===== config.mk =====
export PLATFORM = sky130hd
export DESIGN_NAME = touch_and_button_event_generator_unit
export DESIGN_NICKNAME = d
export VERILOG_FILES = /design/src/design/tbeg_pkg.sv /design/src/design/touch_and_button_event_generator_unit.sv /design/src/design/tbeg_div.sv
export VERILOG_INCLUDE_DIRS = /design/src /design/src/design
export SDC_FILE = /design/constraint.sdc
export NUM_CORES = 1
export LEC_CHECK = 0
export BUFFER_PORTS_ARGS = -buffer_cell sky130_fd_sc_hd__buf_2
export CORE_ASPECT_RATIO = 1.5
export CORE_MARGIN = 4
export CORE_UTILIZATION = 39
export CTS_CLUSTER_DIAMETER = 150
export DETAILED_ROUTE_END_ITERATION = 8
export HOLD_SLACK_MARGIN = 0.02
export SLEW_MARGIN = 20
export SYNTH_ARGS = -nofsm -noshare
export SYNTH_HDL_FRONTEND = slang
export SYNTH_SLANG_ARGS = --single-unit
export TNS_END_PERCENT = 100

===== constraint.sdc =====
create_clock -name clk_i -period 9.9 [get_ports clk_i]
set_input_delay 0.495 -clock clk_i [delete_from_list [all_inputs] [get_ports clk_i]]
set_output_delay 0.495 -clock clk_i [all_outputs]
set_load 0.02 [all_outputs]

===== src/design/touch_and_button_event_generator_unit_macros.svh =====
// Assertion macros shared by the touch and button event generator RTL.
// Clocked on clk_i and disabled while rst_ni is low.
`ifndef TOUCH_AND_BUTTON_EVENT_GENERATOR_UNIT_MACROS_SVH
`define TOUCH_AND_BUTTON_EVENT_GENERATOR_UNIT_MACROS_SVH

// Same-cycle implication.
`define TBEG_ASSERT_IMP(lbl, ante, cons) \
  lbl: assert property (@(posedge clk_i) disable iff (!rst_ni) (ante) |-> (cons)) \
    else $error("tbeg assertion failed");

// Next-cycle implication.
`define TBEG_ASSERT_NXT(lbl, ante, cons) \
  lbl: assert property (@(posedge clk_i) disable iff (!rst_ni) (ante) |=> (cons)) \
    else $error("tbeg assertion failed");

`endif


===== src/design/tbeg_pkg.sv =====
// Package for the touch and button event generator: constants, codes, types.
// No dependencies.
`timescale 1ns / 1ps
`default_nettype none

package tbeg_pkg;

  localparam int SCREEN_WIDTH  = 240;
  localparam int SCREEN_HEIGHT = 320;
  localparam int SCREEN_MAX    = (SCREEN_WIDTH > SCREEN_HEIGHT) ? SCREEN_WIDTH : SCREEN_HEIGHT;

  localparam int RAW_W    = 12;
  localparam int COORD_W  = 9;
  localparam int PINS_W   = 6;
  localparam int KIND_W   = 4;
  localparam int ORIENT_W = 2;
  localparam int SIZE_W   = $clog2(SCREEN_MAX + 1);
  localparam int SCALE_W  = $clog2(SCREEN_MAX);
  localparam int ROT_W    = SCALE_W + 1;
  localparam int NUM_W    = $clog2(((1 << RAW_W) - 1) * SCREEN_MAX + 1);
  localparam int CNT_W    = $clog2(NUM_W + 1);

  localparam int N_SLOTS   = 2 * PINS_W + 1;
  localparam int TOUCH_SLOT = N_SLOTS - 1;
  localparam int SLOT_W    = $clog2(N_SLOTS + 1);

  localparam int N_REGS  = 5;
  localparam int PADDR_W = $clog2(4 * N_REGS);
  localparam int DATA_W  = 32;

  localparam logic [RAW_W-1:0] X_MIN_RST = RAW_W'(220);
  localparam logic [RAW_W-1:0] X_MAX_RST = RAW_W'(3900);
  localparam logic [RAW_W-1:0] Y_MIN_RST = RAW_W'(160);
  localparam logic [RAW_W-1:0] Y_MAX_RST = RAW_W'(3900);

  localparam logic [KIND_W-1:0] KIND_TOUCH_DOWN = 4'd12;
  localparam logic [KIND_W-1:0] KIND_MOVE       = 4'd13;
  localparam logic [KIND_W-1:0] KIND_TOUCH_UP   = 4'd14;

  localparam logic DIR_DOWN = 1'b0;
  localparam logic DIR_UP   = 1'b1;

  typedef enum logic [2:0] {
    REG_X_MIN  = 3'd0,
    REG_X_MAX  = 3'd1,
    REG_Y_MIN  = 3'd2,
    REG_Y_MAX  = 3'd3,
    REG_ORIENT = 3'd4
  } tbeg_reg_e;

  typedef enum logic [ORIENT_W-1:0] {
    ORIENT_VERT        = 2'd0,
    ORIENT_HORIZ       = 2'd1,
    ORIENT_VERT_MIRROR = 2'd2,
    ORIENT_HORIZ_MIRROR = 2'd3
  } tbeg_orient_e;

  typedef enum logic [2:0] {
    ST_IDLE,
    ST_MUL,
    ST_DIV,
    ST_TOUCH,
    ST_EMIT
  } tbeg_state_e;

  typedef struct packed {
    logic busy;
    logic done;
  } tbeg_div_stat_t;

endpackage

`default_nettype wire


===== src/design/touch_and_button_event_generator_unit.sv =====
// Touch and button event generator, top level.
// Depends on tbeg_pkg, tbeg_div and the assertion macro header.
//
// Usage: one input beat is one poll (six active-low pins, pen bit, FIFO flag,
// three raw sample bytes). The block turns a poll into zero to thirteen result
// beats: up to six button level events, up to six press-edge events, then at
// most one touch event; last_event marks the final beat of a poll.
// Calibration and orientation must be written by the user over the APB port
// only while idle; the block itself does not enforce it. A poll with a fresh
// sample runs two scalings on one shared multiply-then-divide unit; a poll
// without a sample skips them. After the touch step the sequencer walks the
// thirteen event slots in order, one per cycle while the output is not stalled,
// until none is pending. in_stall_o stays high while a poll is in progress.
// Reset clears all button, touch and sample state and loads the calibration
// defaults. A stalled receiver holds the output register and stops the slot
// walk at the next pending slot until the beat is taken.
`timescale 1ns / 1ps
`default_nettype none

`include "touch_and_button_event_generator_unit_macros.svh"

module touch_and_button_event_generator_unit
  import tbeg_pkg::*;
(
  input  wire logic                 clk_i,
  input  wire logic                 rst_ni,
  // configuration
  input  wire logic                 psel,
  input  wire logic                 penable,
  input  wire logic                 pwrite,
  input  wire logic [PADDR_W-1:0]   paddr,
  input  wire logic [DATA_W-1:0]    pwdata,
  output logic [DATA_W-1:0]         prdata,
  output logic                      pready,
  // poll input
  input  wire logic                 in_valid_i,
  output logic                      in_stall_o,
  input  wire logic [PINS_W-1:0]    button_pins_i,
  input  wire logic                 pen_detected_i,
  input  wire logic                 fifo_nonempty_i,
  input  wire logic [7:0]           sample_byte0_i,
  input  wire logic [7:0]           sample_byte1_i,
  input  wire logic [7:0]           sample_byte2_i,
  // event output
  output logic                      out_valid_o,
  input  wire logic                 out_stall_i,
  output logic [KIND_W-1:0]         event_kind_o,
  output logic                      direction_o,
  output logic [COORD_W-1:0]        coord_x_o,
  output logic [COORD_W-1:0]        coord_y_o,
  output logic                      last_event_o
);

  // config registers
  logic [RAW_W-1:0] x_min_q, x_max_q, y_min_q, y_max_q;
  tbeg_orient_e     orient_q;
  logic             cfg_wr;

  // sequencer
  tbeg_state_e      state_q, state_d;
  logic             axis_q, axis_d;
  logic             zero_q, zero_d;
  logic [SCALE_W-1:0] sx_q, sx_d, sy_q, sy_d;
  logic [SLOT_W-1:0]  slot_q, slot_d;
  logic [N_SLOTS-1:0] mask_q, mask_d, dir_q, dir_d;
  logic [KIND_W-1:0]  tkind_q, tkind_d;
  logic [COORD_W-1:0] tx_q, tx_d, ty_q, ty_d;

  // latched poll
  logic             pen_q, pen_d, fifo_q, fifo_d;
  logic [7:0]       b0_q, b0_d, b1_q, b1_d, b2_q, b2_d;

  // persistent state
  logic [PINS_W-1:0]  level_q, level_d, edge_q, edge_d, prev_q, prev_d;
  logic               hv_q, hv_d, was_q, was_d;
  logic [COORD_W-1:0] hx_q, hx_d, hy_q, hy_d, rx_q, rx_d, ry_q, ry_d;

  // output register
  logic               ov_q, ov_d, od_q, od_d, ol_q, ol_d;
  logic [KIND_W-1:0]  ok_q, ok_d;
  logic [COORD_W-1:0] ox_q, ox_d, oy_q, oy_d;

  // datapath
  logic [PINS_W-1:0]  pressed, fresh;
  logic [RAW_W-1:0]   raw_x, raw_y, raw_v, lo_v, hi_v;
  logic [RAW_W:0]     diff, span;
  logic [SIZE_W-1:0]  size_v;
  logic [NUM_W-1:0]   product, size_n, quot;
  logic [SCALE_W-1:0] scaled;
  logic [ROT_W-1:0]   sx_e, sy_e, w_m1, h_m1;
  logic [COORD_W-1:0] px, py, nx, ny;
  logic               hv_n;
  logic               div_start;
  tbeg_div_stat_t     div_stat;
  logic               ld_ok, cur_bit;
  logic [N_SLOTS-1:0] slot_bit, mask_rest;

  // ---------------- configuration port
  assign pready = 1'b1;
  assign cfg_wr = psel && penable && pwrite;

  always_comb begin
    unique case (paddr[PADDR_W-1:2])
      REG_X_MIN:  prdata = DATA_W'(x_min_q);
      REG_X_MAX:  prdata = DATA_W'(x_max_q);
      REG_Y_MIN:  prdata = DATA_W'(y_min_q);
      REG_Y_MAX:  prdata = DATA_W'(y_max_q);
      REG_ORIENT: prdata = DATA_W'(orient_q);
      default:    prdata = '0;
    endcase
  end

  always_ff @(posedge clk_i or negedge rst_ni) begin
    if (!rst_ni) begin
      x_min_q  <= X_MIN_RST;
      x_max_q  <= X_MAX_RST;
      y_min_q  <= Y_MIN_RST;
      y_max_q  <= Y_MAX_RST;
      orient_q <= ORIENT_VERT;
    end else if (cfg_wr) begin
      unique case (paddr[PADDR_W-1:2])
        REG_X_MIN:  x_min_q  <= pwdata[RAW_W-1:0];
        REG_X_MAX:  x_max_q  <= pwdata[RAW_W-1:0];
        REG_Y_MIN:  y_min_q  <= pwdata[RAW_W-1:0];
        REG_Y_MAX:  y_max_q  <= pwdata[RAW_W-1:0];
        REG_ORIENT: orient_q <= tbeg_orient_e'(pwdata[ORIENT_W-1:0]);
        default: ;
      endcase
    end
  end

  // ---------------- datapath
  assign pressed = ~button_pins_i;
  assign fresh   = pressed & (button_pins_i ^ prev_q);

  assign raw_x = {b0_q, b1_q[7:4]};
  assign raw_y = ~{b1_q[3:0], b2_q};   // 4095 - y
  assign raw_v = axis_q ? raw_y : raw_x;
  assign lo_v  = axis_q ? y_min_q : x_min_q;
  assign hi_v  = axis_q ? y_max_q : x_max_q;
  assign diff  = {1'b0, raw_v} - {1'b0, lo_v};
  assign span  = {1'b0, hi_v} - {1'b0, lo_v};
  assign size_v  = axis_q ? SIZE_W'(SCREEN_HEIGHT) : SIZE_W'(SCREEN_WIDTH);
  assign size_n  = NUM_W'(size_v);
  assign product = NUM_W'(diff[RAW_W-1:0]) * size_n;

  tbeg_div u_div (
    .clk_i      (clk_i),
    .rst_ni     (rst_ni),
    .start_i    (div_start),
    .dividend_i (product),
    .divisor_i  (span[RAW_W-1:0]),
    .stat_o     (div_stat),
    .quotient_o (quot)
  );

  always_comb begin
    if (zero_q) begin
      scaled = '0;
    end else if (quot >= size_n) begin
      scaled = SCALE_W'(size_n - NUM_W'(1));
    end else begin
      scaled = SCALE_W'(quot);
    end
  end

  assign sx_e = ROT_W'(sx_q);
  assign sy_e = ROT_W'(sy_q);
  assign w_m1 = ROT_W'(SCREEN_WIDTH - 1);
  assign h_m1 = ROT_W'(SCREEN_HEIGHT - 1);

  always_comb begin
    unique case (orient_q)
      ORIENT_HORIZ: begin
        px = COORD_W'(h_m1 - sy_e);
        py = COORD_W'(sx_e);
      end
      ORIENT_VERT_MIRROR: begin
        px = COORD_W'(w_m1 - sx_e);
        py = COORD_W'(h_m1 - sy_e);
      end
      ORIENT_HORIZ_MIRROR: begin
        px = COORD_W'(sy_e);
        py = COORD_W'(w_m1 - sx_e);
      end
      default: begin
        px = COORD_W'(sx_e);
        py = COORD_W'(sy_e);
      end
    endcase
  end

  assign hv_n = pen_q && (fifo_q || hv_q);
  assign nx   = (pen_q && fifo_q) ? px : hx_q;
  assign ny   = (pen_q && fifo_q) ? py : hy_q;

  assign ld_ok     = !ov_q || !out_stall_i;
  assign cur_bit   = (slot_q <= SLOT_W'(TOUCH_SLOT)) && mask_q[slot_q];
  assign slot_bit  = N_SLOTS'(1) << slot_q;
  assign mask_rest = mask_q & ~slot_bit;

  // ---------------- sequencer
  always_comb begin
    state_d = state_q;
    axis_d  = axis_q;
    zero_d  = zero_q;
    sx_d    = sx_q;
    sy_d    = sy_q;
    slot_d  = slot_q;
    mask_d  = mask_q;
    dir_d   = dir_q;
    tkind_d = tkind_q;
    tx_d    = tx_q;
    ty_d    = ty_q;
    pen_d   = pen_q;
    fifo_d  = fifo_q;
    b0_d    = b0_q;
    b1_d    = b1_q;
    b2_d    = b2_q;
    level_d = level_q;
    edge_d  = edge_q;
    prev_d  = prev_q;
    hv_d    = hv_q;
    was_d   = was_q;
    hx_d    = hx_q;
    hy_d    = hy_q;
    rx_d    = rx_q;
    ry_d    = ry_q;
    ov_d    = ov_q && out_stall_i;
    ok_d    = ok_q;
    od_d    = od_q;
    ol_d    = ol_q;
    ox_d    = ox_q;
    oy_d    = oy_q;
    div_start = 1'b0;

    unique case (state_q)
      ST_IDLE: begin
        if (in_valid_i) begin
          pen_d   = pen_detected_i;
          fifo_d  = fifo_nonempty_i;
          b0_d    = sample_byte0_i;
          b1_d    = sample_byte1_i;
          b2_d    = sample_byte2_i;
          mask_d  = {1'b0, fresh ^ edge_q, pressed ^ level_q};
          dir_d   = {1'b0, ~fresh, ~pressed};
          level_d = pressed;
          edge_d  = fresh;
          prev_d  = button_pins_i;
          axis_d  = 1'b0;
          state_d = (pen_detected_i && fifo_nonempty_i) ? ST_MUL : ST_TOUCH;
        end
      end
      ST_MUL: begin
        div_start = 1'b1;
        zero_d    = diff[RAW_W] || (diff == '0) || span[RAW_W] || (span == '0);
        state_d   = ST_DIV;
      end
      ST_DIV: begin
        if (div_stat.done) begin
          if (!axis_q) begin
            sx_d    = scaled;
            axis_d  = 1'b1;
            state_d = ST_MUL;
          end else begin
            sy_d    = scaled;
            state_d = ST_TOUCH;
          end
        end
      end
      ST_TOUCH: begin
        hv_d = hv_n;
        if (hv_n) begin
          hx_d = nx;
          hy_d = ny;
          if (!was_q || nx != rx_q || ny != ry_q) begin
            mask_d[TOUCH_SLOT] = 1'b1;
            dir_d[TOUCH_SLOT]  = DIR_DOWN;
            tkind_d = was_q ? KIND_MOVE : KIND_TOUCH_DOWN;
            tx_d    = nx;
            ty_d    = ny;
            rx_d    = nx;
            ry_d    = ny;
          end
          was_d = 1'b1;
        end else begin
          if (was_q) begin
            mask_d[TOUCH_SLOT] = 1'b1;
            dir_d[TOUCH_SLOT]  = DIR_UP;
            tkind_d = KIND_TOUCH_UP;
            tx_d    = rx_q;
            ty_d    = ry_q;
          end
          was_d = 1'b0;
        end
        slot_d  = '0;
        state_d = ST_EMIT;
      end
      ST_EMIT: begin
        if (mask_q == '0) begin
          state_d = ST_IDLE;
        end else if (!cur_bit) begin
          slot_d = slot_q + SLOT_W'(1);
        end else if (ld_ok) begin
          ov_d = 1'b1;
          od_d = dir_q[slot_q];
          ol_d = (mask_rest == '0);
          if (slot_q == SLOT_W'(TOUCH_SLOT)) begin
            ok_d = tkind_q;
            ox_d = tx_q;
            oy_d = ty_q;
          end else begin
            ok_d = KIND_W'(slot_q);
            ox_d = '0;
            oy_d = '0;
          end
          mask_d = mask_rest;
          slot_d = slot_q + SLOT_W'(1);
        end
      end
      default: state_d = ST_IDLE;
    endcase
  end

  always_ff @(posedge clk_i or negedge rst_ni) begin
    if (!rst_ni) begin
      state_q <= ST_IDLE;
      axis_q  <= 1'b0;
      zero_q  <= 1'b0;
      sx_q    <= '0;
      sy_q    <= '0;
      slot_q  <= '0;
      mask_q  <= '0;
      dir_q   <= '0;
      tkind_q <= '0;
      tx_q    <= '0;
      ty_q    <= '0;
      pen_q   <= 1'b0;
      fifo_q  <= 1'b0;
      b0_q    <= '0;
      b1_q    <= '0;
      b2_q    <= '0;
      level_q <= '0;
      edge_q  <= '0;
      prev_q  <= '0;
      hv_q    <= 1'b0;
      was_q   <= 1'b0;
      hx_q    <= '0;
      hy_q    <= '0;
      rx_q    <= '0;
      ry_q    <= '0;
      ov_q    <= 1'b0;
      ok_q    <= '0;
      od_q    <= 1'b0;
      ol_q    <= 1'b0;
      ox_q    <= '0;
      oy_q    <= '0;
    end else begin
      state_q <= state_d;
      axis_q  <= axis_d;
      zero_q  <= zero_d;
      sx_q    <= sx_d;
      sy_q    <= sy_d;
      slot_q  <= slot_d;
      mask_q  <= mask_d;
      dir_q   <= dir_d;
      tkind_q <= tkind_d;
      tx_q    <= tx_d;
      ty_q    <= ty_d;
      pen_q   <= pen_d;
      fifo_q  <= fifo_d;
      b0_q    <= b0_d;
      b1_q    <= b1_d;
      b2_q    <= b2_d;
      level_q <= level_d;
      edge_q  <= edge_d;
      prev_q  <= prev_d;
      hv_q    <= hv_d;
      was_q   <= was_d;
      hx_q    <= hx_d;
      hy_q    <= hy_d;
      rx_q    <= rx_d;
      ry_q    <= ry_d;
      ov_q    <= ov_d;
      ok_q    <= ok_d;
      od_q    <= od_d;
      ol_q    <= ol_d;
      ox_q    <= ox_d;
      oy_q    <= oy_d;
    end
  end

  assign in_stall_o   = (state_q != ST_IDLE);
  assign out_valid_o  = ov_q;
  assign event_kind_o = ok_q;
  assign direction_o  = od_q;
  assign coord_x_o    = ox_q;
  assign coord_y_o    = oy_q;
  assign last_event_o = ol_q;

  // ---------------- assertions
  `TBEG_ASSERT_IMP(a_idle_mask_empty, state_q == ST_IDLE, mask_q == '0)
  `TBEG_ASSERT_IMP(a_div_idle_outside, (state_q == ST_IDLE) || (state_q == ST_EMIT),
                   !div_stat.busy)
  `TBEG_ASSERT_IMP(a_div_start_src, div_start, state_q == ST_MUL)
  `TBEG_ASSERT_NXT(a_touch_to_emit, state_q == ST_TOUCH, state_q == ST_EMIT)

endmodule

`default_nettype wire


===== src/design/tbeg_div.sv =====
// Restoring divider, one quotient bit per cycle.
// Depends on tbeg_pkg.
`timescale 1ns / 1ps
`default_nettype none

module tbeg_div
  import tbeg_pkg::*;
(
  input  wire logic                 clk_i,
  input  wire logic                 rst_ni,
  input  wire logic                 start_i,
  input  wire logic [NUM_W-1:0]     dividend_i,
  input  wire logic [RAW_W-1:0]     divisor_i,
  output tbeg_div_stat_t            stat_o,
  output logic [NUM_W-1:0]          quotient_o
);

  logic [NUM_W-1:0] quo_q, quo_d;
  logic [RAW_W:0]   rem_q, rem_d;
  logic [RAW_W-1:0] dvs_q, dvs_d;
  logic [CNT_W-1:0] cnt_q, cnt_d;
  logic             busy_q, busy_d;
  logic             done_q, done_d;
  logic [RAW_W:0]   rem_sh;
  logic             ge;

  assign rem_sh = {rem_q[RAW_W-1:0], quo_q[NUM_W-1]};
  assign ge     = rem_sh >= {1'b0, dvs_q};

  always_comb begin
    quo_d  = quo_q;
    rem_d  = rem_q;
    dvs_d  = dvs_q;
    cnt_d  = cnt_q;
    busy_d = busy_q;
    done_d = 1'b0;
    if (start_i) begin
      quo_d  = dividend_i;
      rem_d  = '0;
      dvs_d  = divisor_i;
      cnt_d  = CNT_W'(NUM_W);
      busy_d = 1'b1;
    end else if (busy_q) begin
      rem_d = ge ? (rem_sh - {1'b0, dvs_q}) : rem_sh;
      quo_d = {quo_q[NUM_W-2:0], ge};
      cnt_d = cnt_q - CNT_W'(1);
      if (cnt_q == CNT_W'(1)) begin
        busy_d = 1'b0;
        done_d = 1'b1;
      end
    end
  end

  always_ff @(posedge clk_i or negedge rst_ni) begin
    if (!rst_ni) begin
      quo_q  <= '0;
      rem_q  <= '0;
      dvs_q  <= '0;
      cnt_q  <= '0;
      busy_q <= 1'b0;
      done_q <= 1'b0;
    end else begin
      quo_q  <= quo_d;
      rem_q  <= rem_d;
      dvs_q  <= dvs_d;
      cnt_q  <= cnt_d;
      busy_q <= busy_d;
      done_q <= done_d;
    end
  end

  assign stat_o.busy = busy_q;
  assign stat_o.done = done_q;
  assign quotient_o  = quo_q;

endmodule

`default_nettype wire

==> impl_metrics.csv, run 1 <==
group,metric,value,unit
cells_and_area,stdcell_count,2445,
cells_and_area,ff_latch_area,6940,um2
cells_and_area,nets,2050,
timing,clock_skew,32.1,ps
timing,worstMarginPinSlew,1060,ps
timing,fin_crit,7340,ps
detailed_routing,drcViolationCount,0,
place,globalplace.congestion,0.851,
place,io_buffers,91,
synth,synth_most_common_cell,"nand2_1",
floorplanning,fp.coreArea,43900,um2
floorplanning,die_w,180,um
synth,synthesis.area,17300,um2
cells_and_area,antenna_cells,0,
timing,tns,0,ps
clock_tree,cts_max_level,1,
timing,setup_viol,0,
grt,antenna_found_initial,0,
detailed_routing,wl_per_cell,16.0,um
detailed_routing,dr.first_iter.drc_count,972,
grt,grt_max_degree,168,
hold_path,worstHoldPathCells,3,
detailed_routing,drt-total-wl,39100,um
timing,finalMaxSlewViolations,0,
clock_tree,cts_sinks,276,
setup_path,max_stage_delay,890,ps
place,dp_cells,2394,
timing,fin_crit_sh,0.742,
clock_tree,clock_latency,570,ps
cells_and_area,layout-drive-gt1-share,0.159,
setup_path,critPathKind,"reg2reg",
setup_path,r2r_cells,22,
synth,synth_top_cells_by_area,"dfrtp_1, ha_1, nand2_1",
timing,rsz0062_at_grt,"false",
setup_path,required,10300,ps
detailed_routing,drtPass1Iterations,5,
timing,max_freq,0.136,GHz
clock_tree,cts_tree,"yes",
synth,yosys.area.top_type,"dfrtp_1",
clock_tree,post_cts_resized,0,
synth,avgSynthCellArea,9.52,um2
floorplanning,start_util,0.394,
grt,met3_usage,0.0203,
detailed_routing,via_count,13000,
synth,synth_seq_cells,276,
synth,ys_top_cells_by_count,"nand2_1, dfrtp_1, nor2_1",
setup_path,cp_common_cell,"ha_1",
synth,netlist_instances,1814,
detailed_routing,viasPerCell,5.31,
clock_tree,clkTransAtPathRegs,60,ps
synth,synth-main-ff-cell,"dfrtp_1",
grt,grt_pass1_vias,13200,
floorplanning,die_area,47800,um2
grt,met1_usage,0.193,
grt,gr-total-overflow,0,
setup_path,cp_top_family,"compound AO/OA/AOI/OAI gates",
cells_and_area,fillers,4238,
grt,use_met2,0.303,
floorplanning,ios,135,
cells_and_area,final_util,0.433,
setup_path,cp_num_cells,22,
synth,synth_cell_types,74,
detailed_routing,route.antenna.remaining_nets,0,
cells_and_area,syn2layout_area_growth,9.93,%
grt,grt_pass1_wl,65900,um
setup_path,path_max_fanout,36,
grt,top_usage_layer,"met2",
synth,async_flop_share,1.00,
synth,yosysWarnings,0,
setup_path,cp_slowest_cell,"dfrtp_2",
floorplanning,die_y,266,um
setup_path,crit_path_start_kind,"register",
clock_tree,root_buffer,"clkbuf_16",
setup_path,end_kind,"register",
place,dpl.hpwl,28800,um
status,status,"finished clean",
floorplanning,placementRows,94,
timing,relSlewSlack,0.292,
setup_path,crit_chain,"buf_4 > mux2i_1 > ha_1 > a2111oi_0 > nand2b_1 > o32ai_1 > o21bai_1 > a21oi_1 > xor2_1 > nor2_1 > ha_1 > fa_1 > fa_1 > ha_1 > ha_1 > and2_1 > a31o_2 > a211o_1 > a21o_1 > a21oi_1 > xor2_1 > a21oi_1",
synth,synth.top_cell.area_share,0.367,
grt,grt.total_usage,0.162,
clock_tree,numCtsBuffers,28,
setup_path,cp_num_buf_inv,1,
flow_run,max-cap-violations,0,
hold_path,holdCritPathClass,"in2reg",
timing,hold_viol,0,
synth,seq_area_frac_synth,0.402,
cells_and_area,multi_input_area,9530,um2
clock_tree,clk_path_buf_depth,3,
synth,synth_edf_count,0,
setup_path,cp.arrival,7750,ps
[state kept, by name, summed over array words and instances, names as in the netlist, 12 cells and up]
register          cells
u_div.quotient_o     21
dir_q                13
mask_q               13
u_div.dvs_q          12
u_div.rem_q          12
x_max_q              12
x_min_q              12
y_max_q              12
y_min_q              12
[worst min-delay path, stage by stage]
cell     delay [ps]
buf_2            80
nand2_1          40
nand2_1          40
[per-stage QoR]
step / hold slack, ps / setup slack (ps) / instance area [um2]
after floorplan: 199 / 3460 / 17300
after global placement: 457 / 2670 / 18100
after detailed placement: 465 / 2540 / 18100
after CTS: 81.9 / 2490 / 19000
after global routing: 92.7 / 2100 / 19000
final: 111 / 2560 / 19000
[per-layer routing]
metal  up-vias  wire, um
met5         -         0
met4         0      1070
met3        73      1290
met2       223     20700
met1      6316     16000
li1       6360         -
[path summary, 6_finish.rpt]
path / endpoint / start / slack [ps]
setup / recovery: u_div.quotient_o[19] / axis_q / 2560
hold reg to reg: coord_x_o[8] / coord_x_o[8] / 470
hold / removal: b2_q[2] / sample_byte2_i[2] / 110
setup reg to reg: u_div.quotient_o[19] / axis_q / 2560
min in group asynchronous: y_max_q[7] / rst_ni / 540
max in group asynchronous: hx_q[4] / rst_ni / 7850
[cell type report]
class / count / share of cell area
multi-input combinational: 1351 / 0.502
sequential: 276 / 0.366
clock buffer: 40 / 0.0424
tap: 576 / 0.0380
timing repair buffer: 108 / 0.0320
inverter: 84 / 0.0166
clock inverter: 10 / 0.00343
[cell usage in the layout, fill, tap and decap left out, types with 50 or more instances in the layout]
master     n
nor2_1   133
inv_1     83
mux2i_1   50
buf_2     90
mux2_2    86
a21oi_1  100
ha_1     102
nand2_1  261
o21ai_0  131
dfrtp_1  251
[repair_timing]
| item | CTS | global route |
|---|---|---|
| buffers inserted | 0 | 0 |
| hold buffers | 1 | 0 |
| endpoints found under the hold margin | 3 | 0 |
[kinds of logic (layout without fill, tap and decap cells)]
group	count (synthesis)	after routing	synth area share
other cells	2	21	0.000435
buf+inv	206	242	0.0525
compound gates	410	410	0.150
mux	154	154	0.108
flops	276	276	0.402
xor+xnor	81	81	0.0419
fa+ha+maj	125	125	0.101
simple gates	560	560	0.145
Power of run 1 is left out: the tool's default activity adds up to more than one toggle a clock period on the data nets, which glitch-free logic cannot reach.
==> run 2: changes to the inputs <==
- clock period: 9.9 -> 6.95 ns (I/O delays scaled with it)
==> impl_metrics.csv, run 2 (synthesized netlist as in run 1, its figures left out) <==
group,metric,value,unit
hold_path,holdCritPathClass,"in2reg",
cells_and_area,syn2layout_area_growth,12.7,%
grt,gr-total-overflow,0,
status,status,"finished clean",
detailed_routing,drcViolationCount,0,
timing,finalMaxSlewViolations,0,
floorplanning,die_area,47800,um2
clock_tree,numCtsBuffers,28,
clock_tree,cts_max_level,1,
clock_tree,root_buffer,"clkbuf_16",
detailed_routing,dr.first_iter.drc_count,716,
setup_path,cp_slowest_cell,"dfrtp_2",
timing,worstMarginPinSlew,1010,ps
grt,grt.total_usage,0.164,
setup_path,cp_top_family,"adder cells",
flow_run,max-cap-violations,0,
cells_and_area,antenna_cells,0,
clock_tree,cts_sinks,276,
setup_path,crit_path_start_kind,"register",
setup_path,cp_num_buf_inv,0,
grt,grt_pass1_wl,66400,um
timing,hold_viol,0,
setup_path,cp_common_cell,"ha_1",
detailed_routing,viasPerCell,5.28,
place,dpl.hpwl,29200,um
detailed_routing,wl_per_cell,16.1,um
place,io_buffers,91,
cells_and_area,layout-drive-gt1-share,0.164,
timing,fin_crit,6510,ps
cells_and_area,final_common_cell,"nand2_1",
grt,grt_max_degree,165,
timing,rsz0062_at_grt,"false",
detailed_routing,via_count,13100,
setup_path,crit_chain,"mux2_2 > ha_1 > fa_1 > nand2b_1 > a21boi_0 > o21ai_0 > a221oi_1 > xor2_1 > and2_1 > ha_1 > fa_1 > fa_1 > ha_1 > ha_1 > and2_1 > a31o_2 > a211o_1 > a21o_1 > a21oi_1 > xor2_1 > a21oi_1",
floorplanning,placementRows,94,
timing,setup_viol,0,
floorplanning,die_y,266,um
detailed_routing,drtPass1Iterations,6,
setup_path,required,7360,ps
timing,fin_crit_sh,0.937,
setup_path,max_stage_delay,570,ps
place,globalplace.congestion,0.844,
grt,antenna_found_initial,0,
timing,clock_skew,8.76,ps
detailed_routing,drt-total-wl,39900,um
cells_and_area,most-common-layout-cells,"nand2_1, dfrtp_1, nor2_1, o21ai_0, ha_1",
timing,max_freq,0.154,GHz
floorplanning,die_w,180,um
setup_path,path_max_fanout,11,
cells_and_area,nets,2089,
clock_tree,clkTransAtPathRegs,60,ps
floorplanning,start_util,0.394,
clock_tree,cts_tree,"yes",
setup_path,critPathKind,"reg2reg",
grt,grt_pass1_vias,13300,
detailed_routing,route.antenna.remaining_nets,0,
clock_tree,post_cts.repair.setup_buffers,0,
cells_and_area,finalInstanceArea,19500,um2
setup_path,cp.arrival,6930,ps
floorplanning,fp.coreArea,43900,um2
cells_and_area,largest_reg_flops,21,
clock_tree,clock_latency,560,ps
floorplanning,ios,135,
clock_tree,clk_path_buf_depth,3,
place,dpl_cell_area,18200,um2
setup_path,end_kind,"register",
timing,tns,0,ps
cells_and_area,fillers,4231,
timing,relSlewSlack,0.326,
-- run 2: routing by layer --
metal / routed length (um) / vias to the layer above / track usage
met5: 0 / - / 0
met1: 16200 / 6348 / 0.193
met4: 1400 / 0 / 0.0602
met3: 1170 / 100 / 0.0183
li1: - / 6432 / -
met2: 21200 / 245 / 0.306
-- run 2: tightest hold or removal path, cell delays in order --
cell and delay [ps]:
buf_2 130, nand2_1 60, nand2_1 40
-- run 2: through the flow --
stage | instances | util | setup slack, ps | hold slack [ps]
4_1_cts | 2485 | 0.444 | 352 | 20.2
6_report | 2485 | 0.444 | 435 | 49.8
2_1_floorplan | 1833 | - | 512 | 51.9
5_1_grt | 2485 | 0.444 | 67.3 | 40.1
3_3_place_gp | 2406 | 0.415 | 557 | 457
3_5_place_dp | 2406 | 0.415 | 388 | 465
-- run 2: repair_timing --
item / CTS / global route
gates resized for setup: 0 / 1
setup endpoints to repair: 0 / 1
endpoints found under the hold margin: 132 / 0
hold buffers: 28 / 0
-- run 2: layout make-up --
| cell class | count | area [um2] | share of cell area |
|---|---|---|---|
| clock inverter | 15 | 193 | 0.00990 |
| inverter | 84 | 315 | 0.0162 |
| timing repair buffer | 147 | 981 | 0.0504 |
| clock buffer | 36 | 782 | 0.0402 |
| tap | 576 | 721 | 0.0370 |
| sequential | 276 | 6940 | 0.357 |
| multi-input combinational | 1351 | 9530 | 0.490 |
-- run 2: final timing paths --
path | start | end | slack, ps | cells after the start
worst max-delay path | axis_q | u_div.quotient_o[19] | 440 | 21
worst min-delay path | button_pins_i[2] | dir_q[2] | 50 | 3
worst max register to register | axis_q | u_div.quotient_o[19] | 440 | 21
worst min register to register | coord_x_o[2] | coord_x_o[2] | 470 | 2
max in group asynchronous | rst_ni | u_div.busy_q | 5090 | 3
min in group asynchronous | rst_ni | y_min_q[8] | 430 | 2
Power of run 2 is left out for the same reason.
